File: src/design/hpb_pkg.sv
// ----------------------------------------------------------------------------
// HPACK header block parser package
// Shared types, event codes and sizing constants for the header block parser.
// ----------------------------------------------------------------------------
package hpb_pkg;

  // Default sizing of the parser.
  localparam int STATIC_ENTRIES_DEF      = 61;
  localparam int MAX_DYNAMIC_ENTRIES_DEF = 4096;
  localparam int VALUE_BITS_DEF          = 32;

  // Depth of the record queue between parser and event serialiser.
  localparam int QUEUE_DEPTH = 4;
  localparam int Q_PTR_W     = $clog2(QUEUE_DEPTH);
  localparam int Q_CNT_W     = $clog2(QUEUE_DEPTH + 1);

  // Representation prefix bits and prefix masks.
  localparam logic [7:0] BIT_INDEXED  = 8'h80;
  localparam logic [7:0] BIT_INCR     = 8'h40;
  localparam logic [7:0] BIT_SIZE     = 8'h20;
  localparam logic [7:0] BIT_NEVER    = 8'h10;
  localparam logic [7:0] MASK_7       = 8'h7F;
  localparam logic [7:0] MASK_6       = 8'h3F;
  localparam logic [7:0] MASK_5       = 8'h1F;
  localparam logic [7:0] MASK_4       = 8'h0F;
  // A continuation byte is refused once the shift has passed this value.
  localparam logic [5:0] SHIFT_LIMIT  = 6'(64 - 7);
  localparam logic [5:0] SHIFT_STEP   = 6'd7;

  // Event kinds.
  localparam logic [3:0] EV_INDEXED     = 4'd0;
  localparam logic [3:0] EV_LIT_START   = 4'd1;
  localparam logic [3:0] EV_NAME_BYTE   = 4'd2;
  localparam logic [3:0] EV_VALUE_BYTE  = 4'd3;
  localparam logic [3:0] EV_EMPTY_NAME  = 4'd4;
  localparam logic [3:0] EV_EMPTY_VALUE = 4'd5;
  localparam logic [3:0] EV_SIZE_UPDATE = 4'd6;
  localparam logic [3:0] EV_BLOCK_OK    = 4'd7;
  localparam logic [3:0] EV_ERROR       = 4'd8;

  // Literal modes.
  localparam logic [1:0] MODE_INCR    = 2'd0;
  localparam logic [1:0] MODE_WITHOUT = 2'd1;
  localparam logic [1:0] MODE_NEVER   = 2'd2;

  // Error codes.
  localparam logic [2:0] ERR_NONE      = 3'd0;
  localparam logic [2:0] ERR_ZERO_IDX  = 3'd1;
  localparam logic [2:0] ERR_IDX_RANGE = 3'd2;
  localparam logic [2:0] ERR_INT_OVF   = 3'd3;
  localparam logic [2:0] ERR_TRUNCATED = 3'd4;

  // One octet of the header block.
  typedef struct packed {
    logic [7:0] data_byte;
    logic       block_last;
  } in_item_t;

  // One event as delivered on the result channel.
  typedef struct packed {
    logic [3:0]  event_kind;
    logic [31:0] event_value;
    logic [1:0]  literal_mode;
    logic        huffman_flag;
    logic        string_end;
    logic [2:0]  error_code;
    logic        run_last;
  } out_item_t;

  // One event inside the block, before its position in the run is known.
  typedef struct packed {
    logic [3:0]  kind;
    logic [31:0] value;
    logic [1:0]  mode;
    logic        huff;
    logic        send;
    logic [2:0]  err;
  } evt_t;

  // All events caused by one octet: e0 always, e1 when two is set.
  typedef struct packed {
    evt_t e0;
    evt_t e1;
    logic two;
  } rec_t;

endpackage

File: src/design/hpb_front.sv
// ----------------------------------------------------------------------------
// HPACK parser front end
// Classifies each octet, decodes prefix integers, checks indices and builds
// one record of events per octet for the record queue.
// ----------------------------------------------------------------------------
module hpb_front #(
  parameter int STATIC_ENTRIES      = hpb_pkg::STATIC_ENTRIES_DEF,
  parameter int MAX_DYNAMIC_ENTRIES = hpb_pkg::MAX_DYNAMIC_ENTRIES_DEF,
  parameter int VALUE_BITS          = hpb_pkg::VALUE_BITS_DEF
) (
  input  logic             clk,
  input  logic             rst_n,
  input  logic             in_valid,
  input  hpb_pkg::in_item_t in_item,
  input  logic             q_full,
  output logic             push,
  output hpb_pkg::rec_t    push_rec
);
  import hpb_pkg::*;

  localparam int DYN_W = $clog2(MAX_DYNAMIC_ENTRIES + 1);
  localparam int LIM_W = $clog2(STATIC_ENTRIES + MAX_DYNAMIC_ENTRIES + 1);
  localparam int CMP_W = (LIM_W > VALUE_BITS) ? LIM_W : VALUE_BITS;
  localparam int SUM_W = VALUE_BITS + 7;

  typedef enum logic [6:0] {
    PH_START        = 7'b0000001,
    PH_INT_INDEXED  = 7'b0000010,
    PH_INT_NAMEIDX  = 7'b0000100,
    PH_INT_SIZE     = 7'b0001000,
    PH_INT_STRLEN   = 7'b0010000,
    PH_STR_DATA     = 7'b0100000,
    PH_STRLEN_FIRST = 7'b1000000
  } phase_t;

  phase_t                phase_r, phase_nxt;
  logic [VALUE_BITS-1:0] accum_r, accum_nxt;
  logic [5:0]            shift_r, shift_nxt;
  logic [1:0]            mode_r, mode_nxt;
  logic [VALUE_BITS-1:0] rem_r, rem_nxt;
  logic                  in_val_r, in_val_nxt;
  logic                  huff_r, huff_nxt;
  logic [DYN_W-1:0]      dyn_r, dyn_nxt;
  logic [LIM_W-1:0]      lim_r, lim_nxt;
  logic                  skip_r, skip_nxt;

  logic                  accept;
  logic [7:0]            b;
  logic [7:0]            pfx_mask;
  logic [7:0]            pfx;
  phase_t                start_phase;
  logic [SUM_W-1:0]      addend;
  logic [SUM_W-1:0]      sum;
  logic                  cont_err;
  logic                  done;
  phase_t                done_phase;
  logic [VALUE_BITS-1:0] done_v;
  logic                  in_range;
  logic                  err_now;
  logic                  str_done;
  logic                  str_end;
  evt_t                  ev0, ev1, blk_ev;
  logic                  ev0_vld, ev1_vld;

  assign accept = in_valid && !q_full;
  assign b      = in_item.data_byte;

  // Continuation octet: add seven more bits at the current shift.
  assign addend   = SUM_W'(b[6:0]) << shift_r;
  assign sum      = SUM_W'(accum_r) + addend;
  assign cont_err = (shift_r > SHIFT_LIMIT) ||
                    ((b[6:0] != 7'd0) &&
                     ((shift_r >= 6'(VALUE_BITS)) || (|sum[SUM_W-1:VALUE_BITS])));

  // Range check against the static table plus the counted dynamic entries.
  assign in_range = CMP_W'(done_v) <= CMP_W'(lim_r);

  // Parse step for one octet.
  always_comb begin
    phase_nxt   = phase_r;
    accum_nxt   = accum_r;
    shift_nxt   = shift_r;
    mode_nxt    = mode_r;
    rem_nxt     = rem_r;
    in_val_nxt  = in_val_r;
    huff_nxt    = huff_r;
    dyn_nxt     = dyn_r;
    lim_nxt     = lim_r;
    skip_nxt    = skip_r;
    ev0         = '0;
    ev0_vld     = 1'b0;
    ev1         = '0;
    ev1_vld     = 1'b0;
    blk_ev      = '0;
    err_now     = 1'b0;
    done        = 1'b0;
    done_phase  = PH_INT_STRLEN;
    done_v      = '0;
    str_done    = 1'b0;
    str_end     = 1'b0;
    pfx_mask    = MASK_7;
    start_phase = PH_INT_INDEXED;
    pfx         = '0;

    if (!skip_r) begin
      unique case (phase_r)
        PH_INT_INDEXED, PH_INT_NAMEIDX, PH_INT_SIZE, PH_INT_STRLEN: begin
          if (cont_err) begin
            err_now = 1'b1;
            ev0     = '{kind: EV_ERROR, err: ERR_INT_OVF, default: '0};
            ev0_vld = 1'b1;
          end else begin
            accum_nxt = sum[VALUE_BITS-1:0];
            shift_nxt = shift_r + SHIFT_STEP;
            if (!b[7]) begin
              done       = 1'b1;
              done_phase = phase_r;
              done_v     = sum[VALUE_BITS-1:0];
            end
          end
        end
        PH_STR_DATA: begin
          str_end = (rem_r == VALUE_BITS'(1));
          rem_nxt = rem_r - VALUE_BITS'(1);
          ev0     = '{kind: in_val_r ? EV_VALUE_BYTE : EV_NAME_BYTE, value: 32'(b),
                      mode: mode_r, huff: huff_r, send: str_end, err: ERR_NONE};
          ev0_vld  = 1'b1;
          str_done = str_end;
        end
        PH_STRLEN_FIRST: begin
          huff_nxt    = b[7];
          pfx_mask    = MASK_7;
          start_phase = PH_INT_STRLEN;
        end
        default: begin
          // Representation start: classify by the leading bits.
          if ((b & BIT_INDEXED) != 8'd0) begin
            pfx_mask    = MASK_7;
            start_phase = PH_INT_INDEXED;
          end else if ((b & BIT_INCR) != 8'd0) begin
            mode_nxt    = MODE_INCR;
            pfx_mask    = MASK_6;
            start_phase = PH_INT_NAMEIDX;
          end else if ((b & BIT_SIZE) != 8'd0) begin
            pfx_mask    = MASK_5;
            start_phase = PH_INT_SIZE;
          end else begin
            mode_nxt    = ((b & BIT_NEVER) != 8'd0) ? MODE_NEVER : MODE_WITHOUT;
            pfx_mask    = MASK_4;
            start_phase = PH_INT_NAMEIDX;
          end
        end
      endcase

      // First octet of a prefix integer, either finished or continued.
      if (phase_r == PH_STRLEN_FIRST || !(phase_r inside {PH_INT_INDEXED, PH_INT_NAMEIDX,
          PH_INT_SIZE, PH_INT_STRLEN, PH_STR_DATA})) begin
        pfx = b & pfx_mask;
        if (pfx < pfx_mask) begin
          done       = 1'b1;
          done_phase = start_phase;
          done_v     = VALUE_BITS'(pfx);
        end else begin
          accum_nxt = VALUE_BITS'(pfx_mask);
          shift_nxt = '0;
          phase_nxt = start_phase;
        end
      end

      // A finished integer is acted on according to what it encodes.
      if (done) begin
        accum_nxt = '0;
        shift_nxt = '0;
        unique case (done_phase)
          PH_INT_INDEXED: begin
            if (done_v == '0) begin
              err_now = 1'b1;
              ev0     = '{kind: EV_ERROR, err: ERR_ZERO_IDX, default: '0};
            end else if (!in_range) begin
              err_now = 1'b1;
              ev0     = '{kind: EV_ERROR, err: ERR_IDX_RANGE, default: '0};
            end else begin
              ev0       = '{kind: EV_INDEXED, value: 32'(done_v), default: '0};
              phase_nxt = PH_START;
            end
            ev0_vld = 1'b1;
          end
          PH_INT_NAMEIDX: begin
            if (done_v != '0 && !in_range) begin
              err_now = 1'b1;
              ev0     = '{kind: EV_ERROR, err: ERR_IDX_RANGE, default: '0};
            end else begin
              ev0        = '{kind: EV_LIT_START, value: 32'(done_v), mode: mode_nxt,
                             default: '0};
              in_val_nxt = (done_v != '0);
              phase_nxt  = PH_STRLEN_FIRST;
            end
            ev0_vld = 1'b1;
          end
          PH_INT_SIZE: begin
            ev0       = '{kind: EV_SIZE_UPDATE, value: 32'(done_v), default: '0};
            ev0_vld   = 1'b1;
            phase_nxt = PH_START;
          end
          default: begin
            if (done_v == '0) begin
              ev0      = '{kind: in_val_r ? EV_EMPTY_VALUE : EV_EMPTY_NAME, value: '0,
                           mode: mode_nxt, huff: huff_nxt, send: 1'b1, err: ERR_NONE};
              ev0_vld  = 1'b1;
              str_done = 1'b1;
            end else begin
              rem_nxt   = done_v;
              phase_nxt = PH_STR_DATA;
            end
          end
        endcase
      end

      // End of a name or value string.
      if (str_done) begin
        if (in_val_r) begin
          if (mode_nxt == MODE_INCR && dyn_r < DYN_W'(MAX_DYNAMIC_ENTRIES)) begin
            dyn_nxt = dyn_r + DYN_W'(1);
            lim_nxt = lim_r + LIM_W'(1);
          end
          in_val_nxt = 1'b0;
          phase_nxt  = PH_START;
        end else begin
          in_val_nxt = 1'b1;
          phase_nxt  = PH_STRLEN_FIRST;
        end
      end
    end

    // Block end report, after any event of the octet itself.
    if (in_item.block_last && !skip_r && !err_now) begin
      if (phase_nxt != PH_START) begin
        blk_ev = '{kind: EV_ERROR, err: ERR_TRUNCATED, default: '0};
      end else begin
        blk_ev = '{kind: EV_BLOCK_OK, default: '0};
      end
      if (ev0_vld) begin
        ev1     = blk_ev;
        ev1_vld = 1'b1;
      end else begin
        ev0     = blk_ev;
        ev0_vld = 1'b1;
      end
    end

    // An error or the block's last octet returns the per-block state to rest.
    if (err_now || in_item.block_last) begin
      phase_nxt  = PH_START;
      accum_nxt  = '0;
      shift_nxt  = '0;
      mode_nxt   = MODE_INCR;
      rem_nxt    = '0;
      in_val_nxt = 1'b0;
      huff_nxt   = 1'b0;
      skip_nxt   = !in_item.block_last;
    end
  end

  assign push     = accept && ev0_vld;
  assign push_rec = '{e0: ev0, e1: ev1, two: ev1_vld};

  // Parser state.
  always_ff @(posedge clk) begin
    if (!rst_n) begin
      phase_r  <= PH_START;
      accum_r  <= '0;
      shift_r  <= '0;
      mode_r   <= MODE_INCR;
      rem_r    <= '0;
      in_val_r <= 1'b0;
      huff_r   <= 1'b0;
      dyn_r    <= '0;
      lim_r    <= LIM_W'(STATIC_ENTRIES);
      skip_r   <= 1'b0;
    end else if (accept) begin
      phase_r  <= phase_nxt;
      accum_r  <= accum_nxt;
      shift_r  <= shift_nxt;
      mode_r   <= mode_nxt;
      rem_r    <= rem_nxt;
      in_val_r <= in_val_nxt;
      huff_r   <= huff_nxt;
      dyn_r    <= dyn_nxt;
      lim_r    <= lim_nxt;
      skip_r   <= skip_nxt;
    end
  end

endmodule

File: src/design/hpb_queue.sv
// ----------------------------------------------------------------------------
// HPACK parser record queue
// Short first-in first-out queue of per-octet event records between the
// parser and the event serialiser.
// ----------------------------------------------------------------------------
module hpb_queue (
  input  logic          clk,
  input  logic          rst_n,
  input  logic          push,
  input  hpb_pkg::rec_t push_rec,
  input  logic          pop,
  output logic          full,
  output logic          head_valid,
  output hpb_pkg::rec_t head_rec
);
  import hpb_pkg::*;

  rec_t               slot_r [QUEUE_DEPTH];
  logic [Q_PTR_W-1:0] wr_r, wr_nxt;
  logic [Q_PTR_W-1:0] rd_r, rd_nxt;
  logic [Q_CNT_W-1:0] cnt_r, cnt_nxt;
  logic               do_pop;

  assign full       = (cnt_r == Q_CNT_W'(QUEUE_DEPTH));
  assign head_valid = (cnt_r != '0);
  assign head_rec   = slot_r[rd_r];
  assign do_pop     = pop && head_valid;

  // Pointer and fill bookkeeping.
  always_comb begin
    wr_nxt  = wr_r;
    rd_nxt  = rd_r;
    cnt_nxt = cnt_r;
    if (push) begin
      wr_nxt = (wr_r == Q_PTR_W'(QUEUE_DEPTH - 1)) ? '0 : wr_r + Q_PTR_W'(1);
    end
    if (do_pop) begin
      rd_nxt = (rd_r == Q_PTR_W'(QUEUE_DEPTH - 1)) ? '0 : rd_r + Q_PTR_W'(1);
    end
    if (push && !do_pop) begin
      cnt_nxt = cnt_r + Q_CNT_W'(1);
    end else if (do_pop && !push) begin
      cnt_nxt = cnt_r - Q_CNT_W'(1);
    end
  end

  always_ff @(posedge clk) begin
    if (!rst_n) begin
      wr_r  <= '0;
      rd_r  <= '0;
      cnt_r <= '0;
    end else begin
      wr_r  <= wr_nxt;
      rd_r  <= rd_nxt;
      cnt_r <= cnt_nxt;
    end
  end

  // Record storage.
  always_ff @(posedge clk) begin
    if (push) begin
      slot_r[wr_r] <= push_rec;
    end
  end

endmodule

File: src/design/hpb_back.sv
// ----------------------------------------------------------------------------
// HPACK parser event serialiser
// Takes records from the queue and delivers their events one per request
// through an output register, marking the last event of each octet.
// ----------------------------------------------------------------------------
module hpb_back (
  input  logic               clk,
  input  logic               rst_n,
  input  logic               head_valid,
  input  hpb_pkg::rec_t      head_rec,
  output logic               pop,
  output logic               out_valid,
  input  logic               out_stall,
  output hpb_pkg::out_item_t out_item
);
  import hpb_pkg::*;

  logic      out_valid_r;
  out_item_t out_item_r;
  logic      sel_r;
  logic      load;
  logic      last_of;
  evt_t      pick;

  // The output register takes a new event whenever it is empty or draining.
  assign load    = head_valid && (!out_valid_r || !out_stall);
  assign pick    = sel_r ? head_rec.e1 : head_rec.e0;
  assign last_of = !head_rec.two || sel_r;
  assign pop     = load && last_of;

  always_ff @(posedge clk) begin
    if (!rst_n) begin
      out_valid_r <= 1'b0;
      sel_r       <= 1'b0;
    end else if (load) begin
      out_valid_r <= 1'b1;
      sel_r       <= !last_of;
    end else if (!out_stall) begin
      out_valid_r <= 1'b0;
    end
  end

  // Result payload.
  always_ff @(posedge clk) begin
    if (load) begin
      out_item_r.event_kind   <= pick.kind;
      out_item_r.event_value  <= pick.value;
      out_item_r.literal_mode <= pick.mode;
      out_item_r.huffman_flag <= pick.huff;
      out_item_r.string_end   <= pick.send;
      out_item_r.error_code   <= pick.err;
      out_item_r.run_last     <= last_of;
    end
  end

  assign out_valid = out_valid_r;
  assign out_item  = out_item_r;

endmodule

File: src/design/hpack_header_block_parser.sv
// ----------------------------------------------------------------------------
// HPACK header block parser
// Representation-layer parser for HPACK header blocks: one octet in, a short
// run of events out.
// ----------------------------------------------------------------------------
// The parser takes one header-block octet per clock cycle while in_stall is
// low and reports indexed fields, literal starts, string bytes, table size
// updates, block completion and errors as events; each octet causes zero,
// one or two events, and the last event of an octet carries run_last. The
// front end parses a whole octet in the cycle it is accepted, and the output
// register delivers one event per cycle while out_stall is low. A four-record
// queue lets the parser keep accepting octets while the output side is
// stalled; in_stall rises only when that queue is full. The first result of
// an octet passes through the queue and then the output register before it
// is offered. No clearing pass follows reset.
module hpack_header_block_parser #(
  parameter int STATIC_ENTRIES      = hpb_pkg::STATIC_ENTRIES_DEF,
  parameter int MAX_DYNAMIC_ENTRIES = hpb_pkg::MAX_DYNAMIC_ENTRIES_DEF,
  parameter int VALUE_BITS          = hpb_pkg::VALUE_BITS_DEF
) (
  input  logic               clk,
  input  logic               rst_n,
  input  logic               in_valid,
  output logic               in_stall,
  input  hpb_pkg::in_item_t  in_item,
  output logic               out_valid,
  input  logic               out_stall,
  output hpb_pkg::out_item_t out_item
);
  import hpb_pkg::*;

  logic q_full;
  logic push;
  rec_t push_rec;
  logic pop;
  logic head_valid;
  rec_t head_rec;

  assign in_stall = q_full;

  // Parser front end.
  hpb_front #(
    .STATIC_ENTRIES      (STATIC_ENTRIES),
    .MAX_DYNAMIC_ENTRIES (MAX_DYNAMIC_ENTRIES),
    .VALUE_BITS          (VALUE_BITS)
  ) u_front (
    .clk      (clk),
    .rst_n    (rst_n),
    .in_valid (in_valid),
    .in_item  (in_item),
    .q_full   (q_full),
    .push     (push),
    .push_rec (push_rec)
  );

  // Record queue.
  hpb_queue u_queue (
    .clk        (clk),
    .rst_n      (rst_n),
    .push       (push),
    .push_rec   (push_rec),
    .pop        (pop),
    .full       (q_full),
    .head_valid (head_valid),
    .head_rec   (head_rec)
  );

  // Event serialiser.
  hpb_back u_back (
    .clk        (clk),
    .rst_n      (rst_n),
    .head_valid (head_valid),
    .head_rec   (head_rec),
    .pop        (pop),
    .out_valid  (out_valid),
    .out_stall  (out_stall),
    .out_item   (out_item)
  );

endmodule
File: config.mk
export PLATFORM = sky130hd
export DESIGN_NAME = hpack_header_block_parser
export DESIGN_NICKNAME = d
export VERILOG_FILES = /design/src/design/hpb_pkg.sv /design/src/design/hpb_front.sv /design/src/design/hpb_queue.sv /design/src/design/hpb_back.sv /design/src/design/hpack_header_block_parser.sv
export SDC_FILE = /design/constraint.sdc
export NUM_CORES = 1
export LEC_CHECK = 0
export BUFFER_PORTS_ARGS = -buffer_cell sky130_fd_sc_hd__buf_4
export CORE_MARGIN = 2
export CORE_UTILIZATION = 55
export CTS_CLUSTER_SIZE = 16
export DETAILED_ROUTE_END_ITERATION = 16
export PLACE_DENSITY_LB_ADDON = 0.1
export SKIP_LAST_GASP = 1
export SLEW_MARGIN = 20
export SYNTH_ARGS = -nofsm -noshare
export SYNTH_HDL_FRONTEND = slang
export SYNTH_SLANG_ARGS = --single-unit
export TNS_END_PERCENT = 1
File: constraint.sdc
create_clock -name clk -period 14.8 [get_ports clk]
set_clock_uncertainty 0.1 [all_clocks]
set_input_delay 1.48 -clock clk [delete_from_list [all_inputs] [get_ports clk]]
set_output_delay 1.48 -clock clk [all_outputs]
set_load 0.01 [all_outputs]
==> summary.txt <==
Layout
  – Commonest cells after routing, fill and taps aside: edfxtp_1 (228), nor2_1 (201), nand2_1 (151)
  – Layout fillers: 2769
  – Core Util, Final: roughly 60%
  – Register Area: just over 9000 um2
  – Post-route cell area: between 20000 and 25000 um2
  – Most common cell after layout, fill and taps aside: edfxtp_1
  – Non-Filler Instances: roughly 2300
  – Share of layout cells above drive strength 1: between 10% and 20%
  – Fin nets: 1929
  – Diode count: 0
  – Area of the multi-input gates: 9190 um2
  – Layout area overhead: 10.7%

Place
  – Pre-CTS WS: 4220 ps
  – Placed insts: around 2300
  – Post-DP Area: 19800 um2
  – Final GP Congestion: ~1
  – Input/output buffers: between 50 and 60
  – DP Wirelength: about 36 mm

Power
  – Leakage: roughly 7.5 nW
  – Sw Share: roughly 27%
  – Clock share of power: 33.9%
  – Cell Pwr Density: roughly 130 nW/um2
  – Logic pwr share: just under 20%
  – Sequential power share: 46.2%
  – Total internal power: 2.01 mW
  – Sw Pwr: 744 uW
  – VDD IR max: about 130 uV

Logic synthesis
  – Area leader, netlist: edfxtp_1
  – Post-synthesis simple-gate area fraction: roughly 18%
  – Ys Warns: 0
  – Post-synth EDFFs: approximately 230
  – Synth async-reset ratio: 0%
  – Synth Cell Area: roughly 19000 um2
  – Mapped Cells: around 1900
  – Largest family of logic cells by synthesized area: simple AND/OR/NAND/NOR gates
  – Main synth FF type: edfxtp_1
  – XOR/XNOR Fraction of Synth Area: between 3 and 4%
  – Adder-cell share of the synthesized area: between 3 and 4%
  – Synth top area share: between 30% and 40%
  – Flop and latch count out of synthesis: ~350
  – Syn_nets: about 1900
  – Top cells by area, synth: edfxtp_1 (36%), dfxtp_1 (13%), mux4_2 (5.8%), nor2_1 (4.0%), ha_1 (3.8%)
  – Post-synthesis sequential area ratio: 48.6%
  – Synth cell types: slightly below 90
  – Post-synthesis mux area share: a little over 7%
  – Post-Syn Area per Cell: around 10 um2
  – Compound-Gate Fraction of Synth Area: 16.0%

Floorplan
  – Rows: 68
  – I/O pin count: 59
  – Die Y-Extent: 190 um
  – Die X-Extent: roughly 190 um
  – Core footprint: 34300 um2
  – Initial cell density of the core: 55.4%
  – Die area: ~36000 um2

CTS
  – CTS Buf Count: 37
  – Clk sinks: around 350
  – CTS resizes: 0
  – Clock buffer depth: 3
  – CTS tree: built
  – H-Tree Depth: 2
  – Clock slew at reported path FFs: approximately 60 ps
  – Clk root buf: clkbuf_16
  – Post-CTS setup buffers: 0
  – Worst-Skew Late Latency: 550 ps
  – Hold_buf cts: 0

Setup path
  – Reg2reg path depth: 34
  – CP Capture Type: flop
  – Worst Path Max Fanout: 12
  – CP required: 15170 ps
  – CP dominant cell by count: nor2_1
  – CP max stage delay: ~560 ps
  – Slowest CP cell: nor2_1
  – CP arrival: between 10000 and 15000 ps
  – Setup CP Type: in2reg
  – Startpoint types: primary input

Global routing
  – Grt ovf: 0
  – Largest net degree at the start of global routing: 60
  – Vias in the first global route: 14100
  – First-pass GRT wire length: a little over 80 mm
  – Initial antenna violation count: 1
  – All-Layer GR Usage: between 20% and 30%

STA
  – Max frequency: 97.3 MHz
  – Max-slew headroom: around 23%
  – Final worst path period share: between 60% and 70%
  – Final setup fails: 0
  – Worst Tran Pin Value: approximately 1200 ps
  – Setup TNS: 0 ps
  – Minimum clock period: about 10000 ps
  – Fin. max-slew vios: 0
  – Unrepaired setup endpoints after global routing: no
  – Final Hold Fails: 0
  – Final Worst Setup Slack: 4520 ps

Flow run
  – Max cap viols: 0

Detailed routing
  – Drt drc: 0
  – Drt via density: ~6.4
  – Highest routed layer: met5
  – Remaining antenna violation count after routing: 0
  – Final WL: 52.0 mm
  – Drt wl/cell: about 22 um
  – Detailed-router iteration count before antenna repair: 6
  – Met2 routed WL: 23.6 mm
  – Met3 wire length: 3.96 mm
  – Starting DRT DRC Count: about 1400
  – DRT met1 WL: between 20 and 25 mm
  – Routed vias: ~15000

Worst hold path
  – Hold Path Depth: 2
  – Worst min-delay path category: reg2reg

Outcome
  – Status: completed
[path summary, 6_finish.rpt]
check / from / endpoint / slack, ps
hold / removal: u_front.rem_r[17] / u_front.rem_r[17] / 380
hold reg to reg: u_front.rem_r[17] / u_front.rem_r[17] / 380
setup / recovery: in_item[7] / u_queue.cnt_r[2] / 4520
setup reg to reg: u_front.shift_r[1] / u_queue.cnt_r[2] / 4560
[metal layers]
metal / global-route usage [%] / up-vias
li1: - / 6972
met4: 8.62 / 2
met2: 45.2 / 567
met5: 0 / -
met1: 41.2 / 7312
met3: 5.90 / 94
[critical path, delay by kind of cell]
kind / cells / cell delay, ps
buffers and inverters: 2 / 230
adder cells (fa/ha/maj): 4 / 1410
AND/OR/NAND/NOR: 11 / 2720
AO/OA/AOI/OAI: 16 / 3910
XOR/XNOR: 1 / 180
multiplexers: 2 / 680
[cells in the mapped netlist (all sizes together) (19+ instances only)]
cell and count:
a21oi 138, a22oi 32, a32oi 19, and2 19
buf 20, clkbuf 94, dfxtp 119, edfxtp 228
ha 57, inv 55, mux4 49, nand2 151
nand3 46, nand4 30, nor2 202, nor2b 56
nor3 43, nor4 20, o21ai 77, or3 23
xnor2 42, xor2 26
[power by group through the flow]
stage	logic [mW]	registers [mW]	clock network, mW
6_report	0.546	1.28	0.936
3_3_place_gp	0.542	1.30	0
2_1_floorplan	0.344	1.29	0
4_1_cts	0.553	1.28	0.949
3_5_place_dp	0.549	1.30	0
5_1_grt	0.594	1.29	0.989
[state kept, by name (all words and copies together), names as in the netlist, 2 cells and up, named ones only]
register         count
u_queue.wr_r         2
u_front.lim_r       13
u_back.out_item     44
u_front.accum_r     32
u_front.rem_r       32
u_front.dyn_r       13
u_queue.cnt_r        3
u_queue.rd_r         2
u_queue.slot_r     184
u_front.shift_r      6
u_front.mode_r       2
u_front.phase_r      7
[through the flow]
| stage | power, mW | hold WS, ps |
|---|---|---|
| after floorplan | 1.64 | 333 |
| final | 2.76 | 379 |
| after CTS | 2.78 | 376 |
| after global routing | 2.88 | 407 |
| after detailed placement | 1.85 | 369 |
| after global placement | 1.84 | 358 |
[logic make-up (layout without fill, tap and decap cells)]
group           after synthesis  in the layout
simple gates                678            678
compound gates              455            455
flops                       347            347
buf+inv                     170            204
mux                          75             75
xor+xnor                     68             68
fa+ha+maj                    59             59
[cell type report]
cell class	instances	share of cell area, %
sequential	347	43.9
multi-input combinational	1335	43.7
clock buffer	50	4.93
timing repair buffer	80	2.86
tap	455	2.71
inverter	56	0.999
clock inverter	18	0.928
(Power assumes the default switching activity.)
